[config.mk]
export PLATFORM = sky130hd
export DESIGN_NAME = stuffed_frame_receiver_xor_check_core
export DESIGN_NICKNAME = d
export VERILOG_FILES = /design/src/rtl/sfr_pkg.sv /design/src/rtl/sfr_ram.sv /design/src/rtl/sfr_ctrl.sv /design/src/rtl/sfr_dp.sv /design/src/rtl/stuffed_frame_receiver_xor_check_core.sv
export SDC_FILE = /design/constraint.sdc
export NUM_CORES = 1
export LEC_CHECK = 0
export ABC_AREA = 1
export BUFFER_PORTS_ARGS = -buffer_cell sky130_fd_sc_hd__buf_2
export CAP_MARGIN = 20
export CORE_ASPECT_RATIO = 2
export CORE_UTILIZATION = 45
export CTS_BUF_LIST = sky130_fd_sc_hd__clkbuf_16
export CTS_CLUSTER_SIZE = 24
export DETAILED_ROUTE_END_ITERATION = 8
export SYNTH_ARGS = -nofsm -noshare
export SYNTH_HDL_FRONTEND = slang
export SYNTH_SLANG_ARGS = --single-unit
export TNS_END_PERCENT = 5
[constraint.sdc]
create_clock -name clk -period 3 [get_ports clk]
set_clock_uncertainty 0.15 [all_clocks]
set_input_delay 0.3 -clock clk [delete_from_list [all_inputs] [get_ports clk]]
set_output_delay 0.3 -clock clk [all_outputs]
set_load 0.01 [all_outputs]
[src/rtl/sfr_pkg.sv]
package sfr_pkg;

	// result status codes
	typedef logic [1:0] status_t;
	localparam status_t ST_DATA    = 2'd0;
	localparam status_t ST_END     = 2'd1;
	localparam status_t ST_BAD_SUM = 2'd2;
	localparam status_t ST_EMPTY   = 2'd3;

	// configuration register indexes (paddr[3:2])
	localparam logic [1:0] REG_START  = 2'd0;
	localparam logic [1:0] REG_END    = 2'd1;
	localparam logic [1:0] REG_ESCAPE = 2'd2;

	localparam logic [7:0] START_RESET  = 8'hAA;
	localparam logic [7:0] END_RESET    = 8'h55;
	localparam logic [7:0] ESCAPE_RESET = 8'h7D;

	// escape codes and the bytes they stand for
	localparam logic [7:0] ESC_CODE_AA = 8'h01;
	localparam logic [7:0] ESC_CODE_55 = 8'h02;
	localparam logic [7:0] ESC_CODE_7D = 8'h03;
	localparam logic [7:0] ESC_VAL_AA  = 8'hAA;
	localparam logic [7:0] ESC_VAL_55  = 8'h55;
	localparam logic [7:0] ESC_VAL_7D  = 8'h7D;

	typedef struct packed {
		logic       ok;
		logic [7:0] value;
	} esc_map_t;

	function automatic esc_map_t esc_map(input logic [7:0] code);
		esc_map_t r;
		r.ok    = 1'b1;
		r.value = 8'h00;
		unique case (code)
			ESC_CODE_AA: r.value = ESC_VAL_AA;
			ESC_CODE_55: r.value = ESC_VAL_55;
			ESC_CODE_7D: r.value = ESC_VAL_7D;
			default:     r.ok    = 1'b0;
		endcase
		return r;
	endfunction

	// controller -> datapath
	typedef struct packed {
		logic    clear;       // open a new frame
		logic    wr_store;    // store a byte
		logic    wr_sel_esc;  // stored byte is the decoded escape
		logic    rd_clear;    // rewind drain index
		logic    rd_issue;    // read store at drain index
		logic    rd_next;     // advance drain index
		logic    load_data;   // load payload result
		logic    load_fin;    // load final result
		status_t fin_code;
	} sfr_cmd_t;

	// datapath -> controller
	typedef struct packed {
		logic is_start;
		logic is_esc;
		logic is_end;
		logic esc_ok;
		logic full;
		logic fill_zero;
		logic one_byte;
		logic xor_zero;
		logic last_payload;
		logic slot_free;
	} sfr_sts_t;

endpackage

[src/rtl/sfr_ram.sv]
module sfr_ram #(
	parameter int WIDTH = 8,
	parameter int DEPTH = 32
) (
	input  logic                     clk,
	input  logic                     we,
	input  logic [$clog2(DEPTH)-1:0] waddr,
	input  logic [WIDTH-1:0]         wdata,
	input  logic                     re,
	input  logic [$clog2(DEPTH)-1:0] raddr,
	output logic [WIDTH-1:0]         rdata
);

	logic [WIDTH-1:0] mem_q [DEPTH];

	always_ff @(posedge clk) begin
		if (we) begin
			mem_q[waddr] <= wdata;
		end
		if (re) begin
			rdata <= mem_q[raddr];
		end
	end

endmodule

[src/rtl/sfr_ctrl.sv]
module sfr_ctrl import sfr_pkg::*; (
	input  logic     clk,
	input  logic     arst_n,
	input  logic     in_valid,
	output logic     in_stall,
	input  sfr_sts_t sts,
	output sfr_cmd_t cmd
);

	localparam logic [2:0] S_WAIT = 3'd0;
	localparam logic [2:0] S_RECV = 3'd1;
	localparam logic [2:0] S_ESC  = 3'd2;
	localparam logic [2:0] S_RD   = 3'd3;
	localparam logic [2:0] S_WR   = 3'd4;
	localparam logic [2:0] S_FIN  = 3'd5;

	logic [2:0] state_q, state_d;
	status_t    fin_q, fin_d;
	logic       take;

	assign in_stall = !(state_q == S_WAIT || state_q == S_RECV || state_q == S_ESC);
	assign take     = in_valid && !in_stall;

	always_comb begin
		state_d  = state_q;
		fin_d    = fin_q;
		cmd      = '0;
		cmd.fin_code = fin_q;
		unique case (state_q)
			S_WAIT: begin
				if (take && sts.is_start) begin
					cmd.clear = 1'b1;
					state_d   = S_RECV;
				end
			end
			S_RECV: begin
				if (take) begin
					priority if (sts.is_esc) begin
						state_d = S_ESC;
					end else if (sts.is_end) begin
						priority if (sts.fill_zero) begin
							fin_d   = ST_EMPTY;
							state_d = S_FIN;
						end else if (!sts.xor_zero) begin
							fin_d   = ST_BAD_SUM;
							state_d = S_FIN;
						end else if (sts.one_byte) begin
							fin_d   = ST_END;
							state_d = S_FIN;
						end else begin
							cmd.rd_clear = 1'b1;
							state_d      = S_RD;
						end
					end else if (sts.full) begin
						state_d = S_WAIT;
					end else begin
						cmd.wr_store = 1'b1;
					end
				end
			end
			S_ESC: begin
				if (take) begin
					if (sts.esc_ok && !sts.full) begin
						cmd.wr_store   = 1'b1;
						cmd.wr_sel_esc = 1'b1;
						state_d        = S_RECV;
					end else begin
						state_d = S_WAIT;
					end
				end
			end
			S_RD: begin
				cmd.rd_issue = 1'b1;
				state_d      = S_WR;
			end
			S_WR: begin
				if (sts.slot_free) begin
					cmd.load_data = 1'b1;
					if (sts.last_payload) begin
						fin_d   = ST_END;
						state_d = S_FIN;
					end else begin
						cmd.rd_next = 1'b1;
						state_d     = S_RD;
					end
				end
			end
			S_FIN: begin
				if (sts.slot_free) begin
					cmd.load_fin = 1'b1;
					state_d      = S_WAIT;
				end
			end
			default: state_d = S_WAIT;
		endcase
	end

	always_ff @(posedge clk or negedge arst_n) begin
		if (!arst_n) begin
			state_q <= S_WAIT;
			fin_q   <= ST_END;
		end else begin
			state_q <= state_d;
			fin_q   <= fin_d;
		end
	end

endmodule

[src/rtl/sfr_dp.sv]
module sfr_dp import sfr_pkg::*; #(
	parameter int STORE_DEPTH = 32
) (
	input  logic        clk,
	input  logic        arst_n,
	input  logic [7:0]  rx_byte,
	input  logic        out_stall,
	output logic        out_valid,
	output status_t     status,
	output logic [7:0]  data,
	output logic        last,
	input  logic        cfg_we,
	input  logic [1:0]  cfg_idx,
	input  logic [31:0] cfg_wdata,
	output logic [31:0] cfg_rdata,
	input  sfr_cmd_t    cmd,
	output sfr_sts_t    sts
);

	localparam int AW = $clog2(STORE_DEPTH);
	localparam int FW = $clog2(STORE_DEPTH + 1);

	logic [7:0]    start_q, end_q, escape_q;
	logic [FW-1:0] fill_q;
	logic [7:0]    xor_q;
	logic [AW-1:0] rd_idx_q;
	logic [7:0]    ram_rdata;
	logic [7:0]    wr_byte;
	esc_map_t      esc;

	assign esc     = esc_map(rx_byte);
	assign wr_byte = cmd.wr_sel_esc ? esc.value : rx_byte;

	always_comb begin
		sts.is_start     = rx_byte == start_q;
		sts.is_esc       = rx_byte == escape_q;
		sts.is_end       = rx_byte == end_q;
		sts.esc_ok       = esc.ok;
		sts.full         = fill_q == FW'(STORE_DEPTH);
		sts.fill_zero    = fill_q == '0;
		sts.one_byte     = fill_q == FW'(1);
		sts.xor_zero     = xor_q == 8'h00;
		sts.last_payload = (FW'(rd_idx_q) + FW'(2)) == fill_q;
		sts.slot_free    = !out_valid || !out_stall;
	end

	always_comb begin
		unique case (cfg_idx)
			REG_START:  cfg_rdata = {24'd0, start_q};
			REG_END:    cfg_rdata = {24'd0, end_q};
			REG_ESCAPE: cfg_rdata = {24'd0, escape_q};
			default:    cfg_rdata = 32'd0;
		endcase
	end

	sfr_ram #(.WIDTH(8), .DEPTH(STORE_DEPTH)) u_store (
		.clk   (clk),
		.we    (cmd.wr_store),
		.waddr (fill_q[AW-1:0]),
		.wdata (wr_byte),
		.re    (cmd.rd_issue),
		.raddr (rd_idx_q),
		.rdata (ram_rdata)
	);

	always_ff @(posedge clk or negedge arst_n) begin
		if (!arst_n) begin
			start_q  <= START_RESET;
			end_q    <= END_RESET;
			escape_q <= ESCAPE_RESET;
		end else if (cfg_we) begin
			unique case (cfg_idx)
				REG_START:  start_q  <= cfg_wdata[7:0];
				REG_END:    end_q    <= cfg_wdata[7:0];
				REG_ESCAPE: escape_q <= cfg_wdata[7:0];
				default:    ;
			endcase
		end
	end

	always_ff @(posedge clk or negedge arst_n) begin
		if (!arst_n) begin
			fill_q <= '0;
			xor_q  <= 8'h00;
		end else if (cmd.clear) begin
			fill_q <= '0;
			xor_q  <= 8'h00;
		end else if (cmd.wr_store) begin
			fill_q <= fill_q + FW'(1);
			xor_q  <= xor_q ^ wr_byte;
		end
	end

	always_ff @(posedge clk or negedge arst_n) begin
		if (!arst_n) begin
			rd_idx_q <= '0;
		end else if (cmd.rd_clear) begin
			rd_idx_q <= '0;
		end else if (cmd.rd_next) begin
			rd_idx_q <= rd_idx_q + AW'(1);
		end
	end

	always_ff @(posedge clk or negedge arst_n) begin
		if (!arst_n) begin
			out_valid <= 1'b0;
		end else if (cmd.load_data || cmd.load_fin) begin
			out_valid <= 1'b1;
		end else if (!out_stall) begin
			out_valid <= 1'b0;
		end
	end

	always_ff @(posedge clk) begin
		if (cmd.load_data) begin
			status <= ST_DATA;
			data   <= ram_rdata;
			last   <= 1'b0;
		end else if (cmd.load_fin) begin
			status <= cmd.fin_code;
			data   <= 8'h00;
			last   <= 1'b1;
		end
	end

endmodule

[src/rtl/stuffed_frame_receiver_xor_check_core.sv]
// Sequence: after an end byte is taken, a payload result is read from the store
//   (S_RD), then loaded to the output register (S_WR); a single final result loads from S_FIN.
// Throughput: one line byte per cycle while receiving; the payload drain alternates a
//   store read and an output load on the single read port, holding while the output stalls.
// Reset: asynchronous, active low; registers return to AA/55/7D, waiting for start.
module stuffed_frame_receiver_xor_check_core import sfr_pkg::*; #(
	parameter int STORE_DEPTH = 32
) (
	input  logic        clk,
	input  logic        arst_n,
	// line byte channel
	input  logic        in_valid,
	output logic        in_stall,
	input  logic [7:0]  rx_byte,
	// result channel
	output logic        out_valid,
	input  logic        out_stall,
	output logic [1:0]  status,
	output logic [7:0]  data,
	output logic        last,
	// configuration port
	input  logic        psel,
	input  logic        penable,
	input  logic        pwrite,
	input  logic [3:0]  paddr,
	input  logic [31:0] pwdata,
	output logic [31:0] prdata,
	output logic        pready
);

	sfr_cmd_t cmd;
	sfr_sts_t sts;
	logic     cfg_we;

	// Registers sit on word addresses; the write lands in the access cycle.
	assign pready = 1'b1;
	assign cfg_we = psel && penable && pwrite && pready;

	// Controller: frame mode, drain sequencing, final result code.
	sfr_ctrl u_ctrl (
		.clk      (clk),
		.arst_n   (arst_n),
		.in_valid (in_valid),
		.in_stall (in_stall),
		.sts      (sts),
		.cmd      (cmd)
	);

	// Datapath: config registers, frame store, fill count, running XOR, output register.
	sfr_dp #(.STORE_DEPTH(STORE_DEPTH)) u_dp (
		.clk       (clk),
		.arst_n    (arst_n),
		.rx_byte   (rx_byte),
		.out_stall (out_stall),
		.out_valid (out_valid),
		.status    (status),
		.data      (data),
		.last      (last),
		.cfg_we    (cfg_we),
		.cfg_idx   (paddr[3:2]),
		.cfg_wdata (pwdata),
		.cfg_rdata (prdata),
		.cmd       (cmd),
		.sts       (sts)
	);

	// Only one of clear, store write or result load per cycle.
	a_one_action: assert property (@(posedge clk) disable iff (!arst_n)
		$onehot0({cmd.clear, cmd.wr_store, cmd.load_data, cmd.load_fin}))
		else $error("more than one datapath action in a cycle");

	// Never overwrite a result that is still held by the sink.
	a_no_overwrite: assert property (@(posedge clk) disable iff (!arst_n)
		(cmd.load_data || cmd.load_fin) |-> !(out_valid && out_stall))
		else $error("result register loaded while stalled");

	// Never write past the end of the store.
	a_no_overflow: assert property (@(posedge clk) disable iff (!arst_n)
		cmd.wr_store |-> !sts.full)
		else $error("store write while full");

	// Non-payload results carry zero data and close the run.
	a_fin_shape: assert property (@(posedge clk) disable iff (!arst_n)
		(out_valid && status != ST_DATA) |-> (data == 8'h00 && last))
		else $error("final result malformed");

endmodule
### Yosys cells after proc, flatten, opt, wreduce, memory -nomap -nowiden

Memory sizes are Yosys's and may differ from the RTL's. A register that Yosys moved wholly into a read port is not among the register bits.
Index checks and enable logic that the tools add are counted.

| word-level totals | value |
|---|---|
| flip-flop bits (word level) | 60 |
| memory bits (writable) | 256 |
| input bits | 51 |
| output and inout bits | 46 |
| word-level logic and storage cells | 133 |
| memories kept | 1 |

| cells by class | value |
|---|---|
| add/subtract/negate cells | 3 |
| equal/unequal tests | 27 |
| mux-type cells | 62 |
| bitwise logic cells | 1 |
| reductions and logical operators | 27 |

Memories:

| memory | words | width | rd ports | clocked after memory_dff | wr ports | line | RTL |
|---|---|---|---|---|---|---|---|
| u_dp.u_store.mem_q | 32 | 8 | 1 | 1 | 1 | sfr_ram.sv:14 | `logic [WIDTH-1:0] mem_q [DEPTH];` |

Operators with widths:

| cell | number |
|---|---|
| $pmux W8 S3 | 2 |
| $mux W8 | 5 |
| $mux W3 | 12 |
| $eq A8 B8 Y1 | 3 |
| $mux W1 | 24 |
| $mux W2 | 12 |
| $pmux W3 S6 | 1 |
| $eq A8 B2 Y1 const B | 2 |
| $mux W6 | 2 |
| $ne A2 B2 Y1 const B | 6 |
| $mux W5 | 2 |
| $eq A8 B1 Y1 const B | 1 |
| $logic_not A8 Y1 | 1 |
| $reduce_bool A2 Y1 | 4 |
| $xor A8 B8 Y8 | 1 |
| $reduce_and A7 Y1 | 1 |
| $add A5 B2 Y6 const B | 1 |
| $add A6 B1 Y6 const B | 1 |
| $eq A3 B2 Y1 const B | 2 |
| $eq A3 B3 Y1 const B | 2 |
| $eq A6 B1 Y1 const B | 1 |
| $eq A6 B6 Y1 | 1 |
| $eq A6 B6 Y1 const B | 1 |
| $logic_not A6 Y1 | 1 |
| other kinds (17) | 31 |

### Depth between registers and ports, before layout

| depth | value |
|---|---|
| depth after elaboration | 11 |
| mapped depth | 13 |
| depth with buffers taken out | 13 |

### Hierarchy

Synthesis repeated with hierarchy kept, for this count alone.

| unflattened totals | value |
|---|---|
| cell total of the unflattened synthesis | 1414 |
| area, all modules | 14772.9 um2 |

By module, submodules not included:

| module | times used | cells each | area each (um2) | seq. area each (um2) |
|---|---|---|---|---|
| sfr_ram | 1 | 922 | 10866.7 | 7927.6 |
| sfr_dp | 1 | 402 | 3360.7 | 1418.9 |
| sfr_ctrl | 1 | 85 | 520.5 | 126.4 |
| stuffed_frame_receiver_xor_check_core | 1 | 5 | 25.0 | 0.0 |

### Worst setup path after synthesis

No wires, ideal clock.

| path | value |
|---|---|
| kind | flip-flop to flip-flop |
| from | reg u_ctrl.state_q[0] |
| to | reg u_dp.xor_q[1] |
| setup time | 117 ps |
| arrival time | 2221 ps |
| required time | 2733 ps |
| slack | 512 ps |
| stages on the path, launching flop included | 9 |
| path buffers | 0 |
| clock period less this slack | 2488 ps |
| cells stage by stage | dfrtp_1 -> inv_2 -> o21ai_1 -> nor2_2 -> nand4_1 -> o21ai_1 -> nand4_1 -> nand2_1 -> nor2_1 |

| between the ends | value |
|---|---|
| word-level cells in the longest chain between the ends | 10 |
| elaborated cells on any way between the ends | 18 |
| those cells by class | 2 x eq/ne; 9 x mux; 1 x bitwise; 6 x reduce/logical |

RTL lines:

| element | line | RTL |
|---|---|---|
| start: declaration | sfr_ctrl.sv:17 | `logic [2:0] state_q, state_d;` |
| start signal: assignment | sfr_ctrl.sv:103 | `state_q <= state_d;` |
| $eq A3 B1 Y1 or $logic_not A3 Y1 (tied branches) | sfr_ctrl.sv:21 | `assign in_stall = !(state_q == S_WAIT \|\| state_q == S_RECV \|\| state_q == S_ESC);` |
| $logic_or A1 B1 Y1 (2 in a row) | sfr_ctrl.sv:21 |  |
| $logic_and A1 B1 Y1 | sfr_ctrl.sv:22 | `assign take = in_valid && !in_stall;` |
| $mux W2 | sfr_ctrl.sv:62 | `if (take) begin` |
| $mux W1 * | sfr_ctrl.sv:29 | `unique case (state_q)` |
| $mux W8 * | sfr_dp.sv:32 | `assign wr_byte = cmd.wr_sel_esc ? esc.value : rx_byte;` |
| via u_dp.u_store.wdata[1] | sfr_ram.sv:8 | `input logic [WIDTH-1:0] wdata,` |
| $xor A8 B8 Y8 * | sfr_dp.sv:90 | `xor_q <= xor_q ^ wr_byte;` |
| $mux W8 * | sfr_dp.sv:88 | `end else if (cmd.wr_store) begin` |
| $mux W8 * | sfr_dp.sv:85 | `end else if (cmd.clear) begin` |
| end signal: assignment | sfr_dp.sv:90 |  |
| end: declaration | sfr_dp.sv:25 | `logic [7:0] xor_q;` |

Mark *: on every way through the listed nets, which the timed path passes. The rest lies on a longest branch. The select of a mux whose other input is x is not followed.
A chain may end at the register's enable or synchronous reset.

### Worst setup path after layout

| path | value |
|---|---|
| from | reg u_dp.fill_q[1] |
| to | mem u_dp.u_store.mem_q[23][1], enable pin |

| between the ends | value |
|---|---|
| word-level cells in the longest chain between the ends | 8 |
| elaborated cells on any way between the ends | 12 |
| those cells by class | 1 x eq/ne; 9 x mux; 2 x reduce/logical |

RTL lines:

| element | line | RTL |
|---|---|---|
| start: declaration | sfr_dp.sv:24 | `logic [FW-1:0] fill_q;` |
| start signal: assignment | sfr_dp.sv:89 | `fill_q <= fill_q + FW'(1);` |
| $eq A6 B6 Y1 | sfr_dp.sv:39 | `sts.full = fill_q == FW'(STORE_DEPTH);` |
| $mux W1 or $logic_not A1 Y1 (tied branches) | sfr_ctrl.sv:54, sfr_ctrl.sv:63 |  |
| $mux W1 or $logic_and A1 B1 Y1 (tied branches) | sfr_ctrl.sv:40, sfr_ctrl.sv:63 |  |
| $mux W1 or $mux W2 (tied branches) | sfr_ctrl.sv:38, sfr_ctrl.sv:63 |  |
| $mux W1 or $mux W2 (tied branches) | sfr_ctrl.sv:37, sfr_ctrl.sv:62 |  |
| $pmux W1 S2 | sfr_ctrl.sv:29 |  |
| $mux W1 | sfr_ram.sv:17 | `if (we) begin` |
| $mux W1 (not written as such) | sfr_ram.sv:18 | `mem_q[waddr] <= wdata;` |
| end: declaration | sfr_ram.sv:14 |  |

Several ways; a longest one is shown, not always the timed one.

==> results.json <==
{
  "run_status": "completed",
  "fin_area_um2": 16200,
  "setup_tns_ns": 0,
  "power.leakage_uw": 0.00611,
  "dr.pass1.iters": 5,
  "hold_slack_ns": 0.0701,
  "synth_warnings": 0,
  "viasPerCell": 5.37,
  "grt_pass1_vias": 9886,
  "cts_sinks": 324,
  "reg2reg_slack_ns": 0.24,
  "antenna_left": 0,
  "cts_tree": "done",
  "place_congestion": 0.861,
  "grt-ovfl-total": 0,
  "pwr-share-clk_pct": 33.0,
  "avgSynthCellArea_um2": 11.0,
  "synth_top_family_by_area": "simple AND/OR/NAND/NOR gates",
  "power.total_uw": 10500,
  "antenna_cells": 0,
  "antenna_found_initial": 0,
  "power.density_nw_per_um2": 649,
  "synth_area_um2": 14200,
  "crit_fanout": 17,
  "drive_above_1_share_pct": 15.5,
  "wirelength_mm": 36.6,
  "worst_setup_hold_path_clk_slew_ns": 0.07,
  "setup_viol": 0,
  "p_seq_share_pct": 51.3,
  "maxSlewViolCount": 0,
  "worstHoldStart": "rx_byte[2]",
  "p_sw_share_pct": 28.3,
  "dieArea_um2": 32300,
  "io_pins": 97,
  "path_class": "reg2reg",
  "track_usage_pct": 23.5,
  "cap_violations": 0,
  "port_buffers": 45,
  "synthTopCellsByArea": "edfxtp_1, dfrtp_1, o21ai_0, nor2_1, nand2_1",
  "root_buffer": "clkbuf_16",
  "syn_inst": 1289,
  "die_w_um": 127,
  "crit_required_ns": 3.10,
  "grt_max_degree": 81,
  "fin_nets": 1441,
  "clkLatencyLatePin_ns": 0.56,
  "seq_area_um2": 9480,
  "min_to": "u_dp.xor_q[2]$_DFFE_PN0P_",
  "r2r_start": "u_dp.fill_q[1]$_DFFE_PN0P_",
  "multi_input_area_um2": 4040,
  "synth_top_area_share_pct": 57.6,
  "dp_hpwl_mm": 25.7,
  "synth-compound-area-share_pct": 10.3,
  "synth-xor-area-share_pct": 1.79,
  "htreeDepth": 1,
  "synth_mux_area_share_pct": 0,
  "core_area_um2": 30900,
  "die_h_um": 253,
  "vias": 9782,
  "power.internal_uw": 7520,
  "grt_pass1_wl_mm": 56.0,
  "drtIter0Drc": 616,
  "min_period_ns": 2.76,
  "r2r-end": "u_dp.u_store.mem_q[23][1]$_DFFE_PP_",
  "combinationalPowerShare_pct": 15.7,
  "synth.yosys.seq_area_share_pct": 66.8,
  "rsz0062_at_grt": "false",
  "hold_path_depth": 5,
  "startpoint_type": "flop",
  "switchingPower_uw": 2970,
  "arrival_ns": 2.86,
  "yosysTopAreaCell": "edfxtp_1",
  "hold_viol": 0,
  "post-route-util_pct": 52.4,
  "crit_path_end_kind": "flop",
  "ir_drop_v": 0.000612,
  "mostFrequentLayoutCells": "edfxtp_1, nor2_1, nand2_1",
  "ys_ff_latch": 324,
  "min_path_type": "in2reg",
  "layout_commonest_cell": "edfxtp_1",
  "cts_buffer_depth": 3,
  "fmax_mhz": 363,
  "rows": 91,
  "tightest_slew_ns": 0.811,
  "maxSlewHeadroom_pct": 46.0,
  "drc_errors": 0,
  "area_growth_pct": 14.1,
  "synth.distinct_cells": 38,
  "cts_buffers": 27,
  "nFillCells": 2710,
  "cts_resized": 0,
  "place_area_um2": 15200,
  "wl_per_cell_um": 20.1,
  "yosys.area_share.simple_pct": 15.2,
  "initial_utilization_pct": 45.9,
  "period_share_pct": 91.9,
  "rr_worst_depth": 12,
  "synthAdderAreaFrac_pct": 0.530
}
-- power by group through the flow --
stage               sequential [uW]  combinational [uW]  clock (uW)
floorplan                      5360                1180           0
global placement               5460                1620           0
detailed placement             5470                1650           0
CTS                            5380                1660        3520
global route                   5410                1840        3680
finish                         5380                1650        3460
-- worst max-delay path, cell delays in order (launching register included) --
cell and delay, ns:
dfrtp_1 0.47, inv_1 0.12, ha_1 0.23, nand4_1 0.17, nand2_1 0.07, inv_1 0.14
nand2_2 0.09, nand2_4 0.09, nand2_4 0.08, inv_6 0.14, nand2_1 0.28, nor2_1 0.18
buf_4 0.21
-- synthesized netlist by cell type, drive strengths merged --
master / instances
a21oi: 3
and3: 1
buf: 44
clkbuf: 39
clkinv: 1
conb: 2
dfrtp: 34
dfstp: 15
dfxtp: 3
edfxtp: 272
ha: 6
inv: 81
nand2: 199
nand3: 53
nand3b: 4
nand4: 31
nor2: 214
nor3: 5
o211ai: 9
o21ai: 180
o221ai: 29
o22ai: 35
xnor2: 15
xor2: 14
-- flip-flops by register name (all words and copies together) (netlist names) --
name                cells
u_dp.start_q            8
u_dp.xor_q              8
u_dp.end_q              8
u_dp.status             2
u_dp.data               8
u_dp.out_valid          1
u_ctrl.fin_q            2
u_dp.u_store.mem_q    256
u_dp.u_store.rdata      8
u_dp.rd_idx_q           5
u_ctrl.state_q          3
u_dp.escape_q           8
u_dp.fill_q             6
u_dp.last               1
-- stage by stage --
step | instances | setup WS, ns
2_1_floorplan | 1312 | 0.512
3_3_place_gp | 1762 | 0.294
3_5_place_dp | 1762 | 0.261
4_1_cts | 1823 | 0.225
5_1_grt | 1823 | 0.0584
6_report | 1823 | 0.244
-- how the worst max path moves through the flow --
stage,start,endpoint
floorplan,u_ctrl.state_q[0]$_DFFE_PN0P_,u_dp.xor_q[1]$_DFFE_PN0P_
global placement,u_dp.fill_q[0]$_DFFE_PN0P_,u_dp.u_store.mem_q[23][2]$_DFFE_PP_
detailed placement,u_dp.fill_q[0]$_DFFE_PN0P_,u_dp.u_store.mem_q[23][2]$_DFFE_PP_
CTS,u_dp.fill_q[0]$_DFFE_PN0P_,u_dp.u_store.mem_q[23][4]$_DFFE_PP_
global route,u_dp.fill_q[0]$_DFFE_PN0P_,u_dp.u_store.mem_q[11][5]$_DFFE_PP_
finish,u_dp.fill_q[1]$_DFFE_PN0P_,u_dp.u_store.mem_q[23][1]$_DFFE_PP_
-- area by class of cell --
cell class | count | share of cell area (%)
Clock buffer | 27 | 4.18
Clock inverter | 23 | 1.15
Inverter | 82 | 1.94
Multi-Input combinational cell | 823 | 25.0
Sequential cell | 324 | 58.6
Tap cell | 418 | 3.24
Timing Repair Buffer | 126 | 5.87
-- per-layer routing --
layer | wire [um] | vias up | part of all wire, % | GRT usage [%]
li1 | - | 4669 | - | -
met1 | 12100 | 4778 | 33 | 23.1
met2 | 21400 | 249 | 59 | 47.3
met3 | 1260 | 86 | 3.4 | 2.20
met4 | 1770 | 0 | 4.8 | 12.1
met5 | 0 | - | 0 | 0
-- repair_timing --
item                      4_1_cts  5_1_grt
hold endpoints to repair       55        0
setup buffers                   0        0
hold buffers                   11        0
-- cells by family (layout without fill, tap and decap cells) --
family,after synthesis,count (layout)
other,2,25
xor gates and xnor gates,29,29
DFF,324,324
buffers and inverters,165,258
AOI/OAI and AO/OA,256,256
and+or+nand+nor,507,507
adders and majority gates,6,6
(Power assumes the default switching activity.)
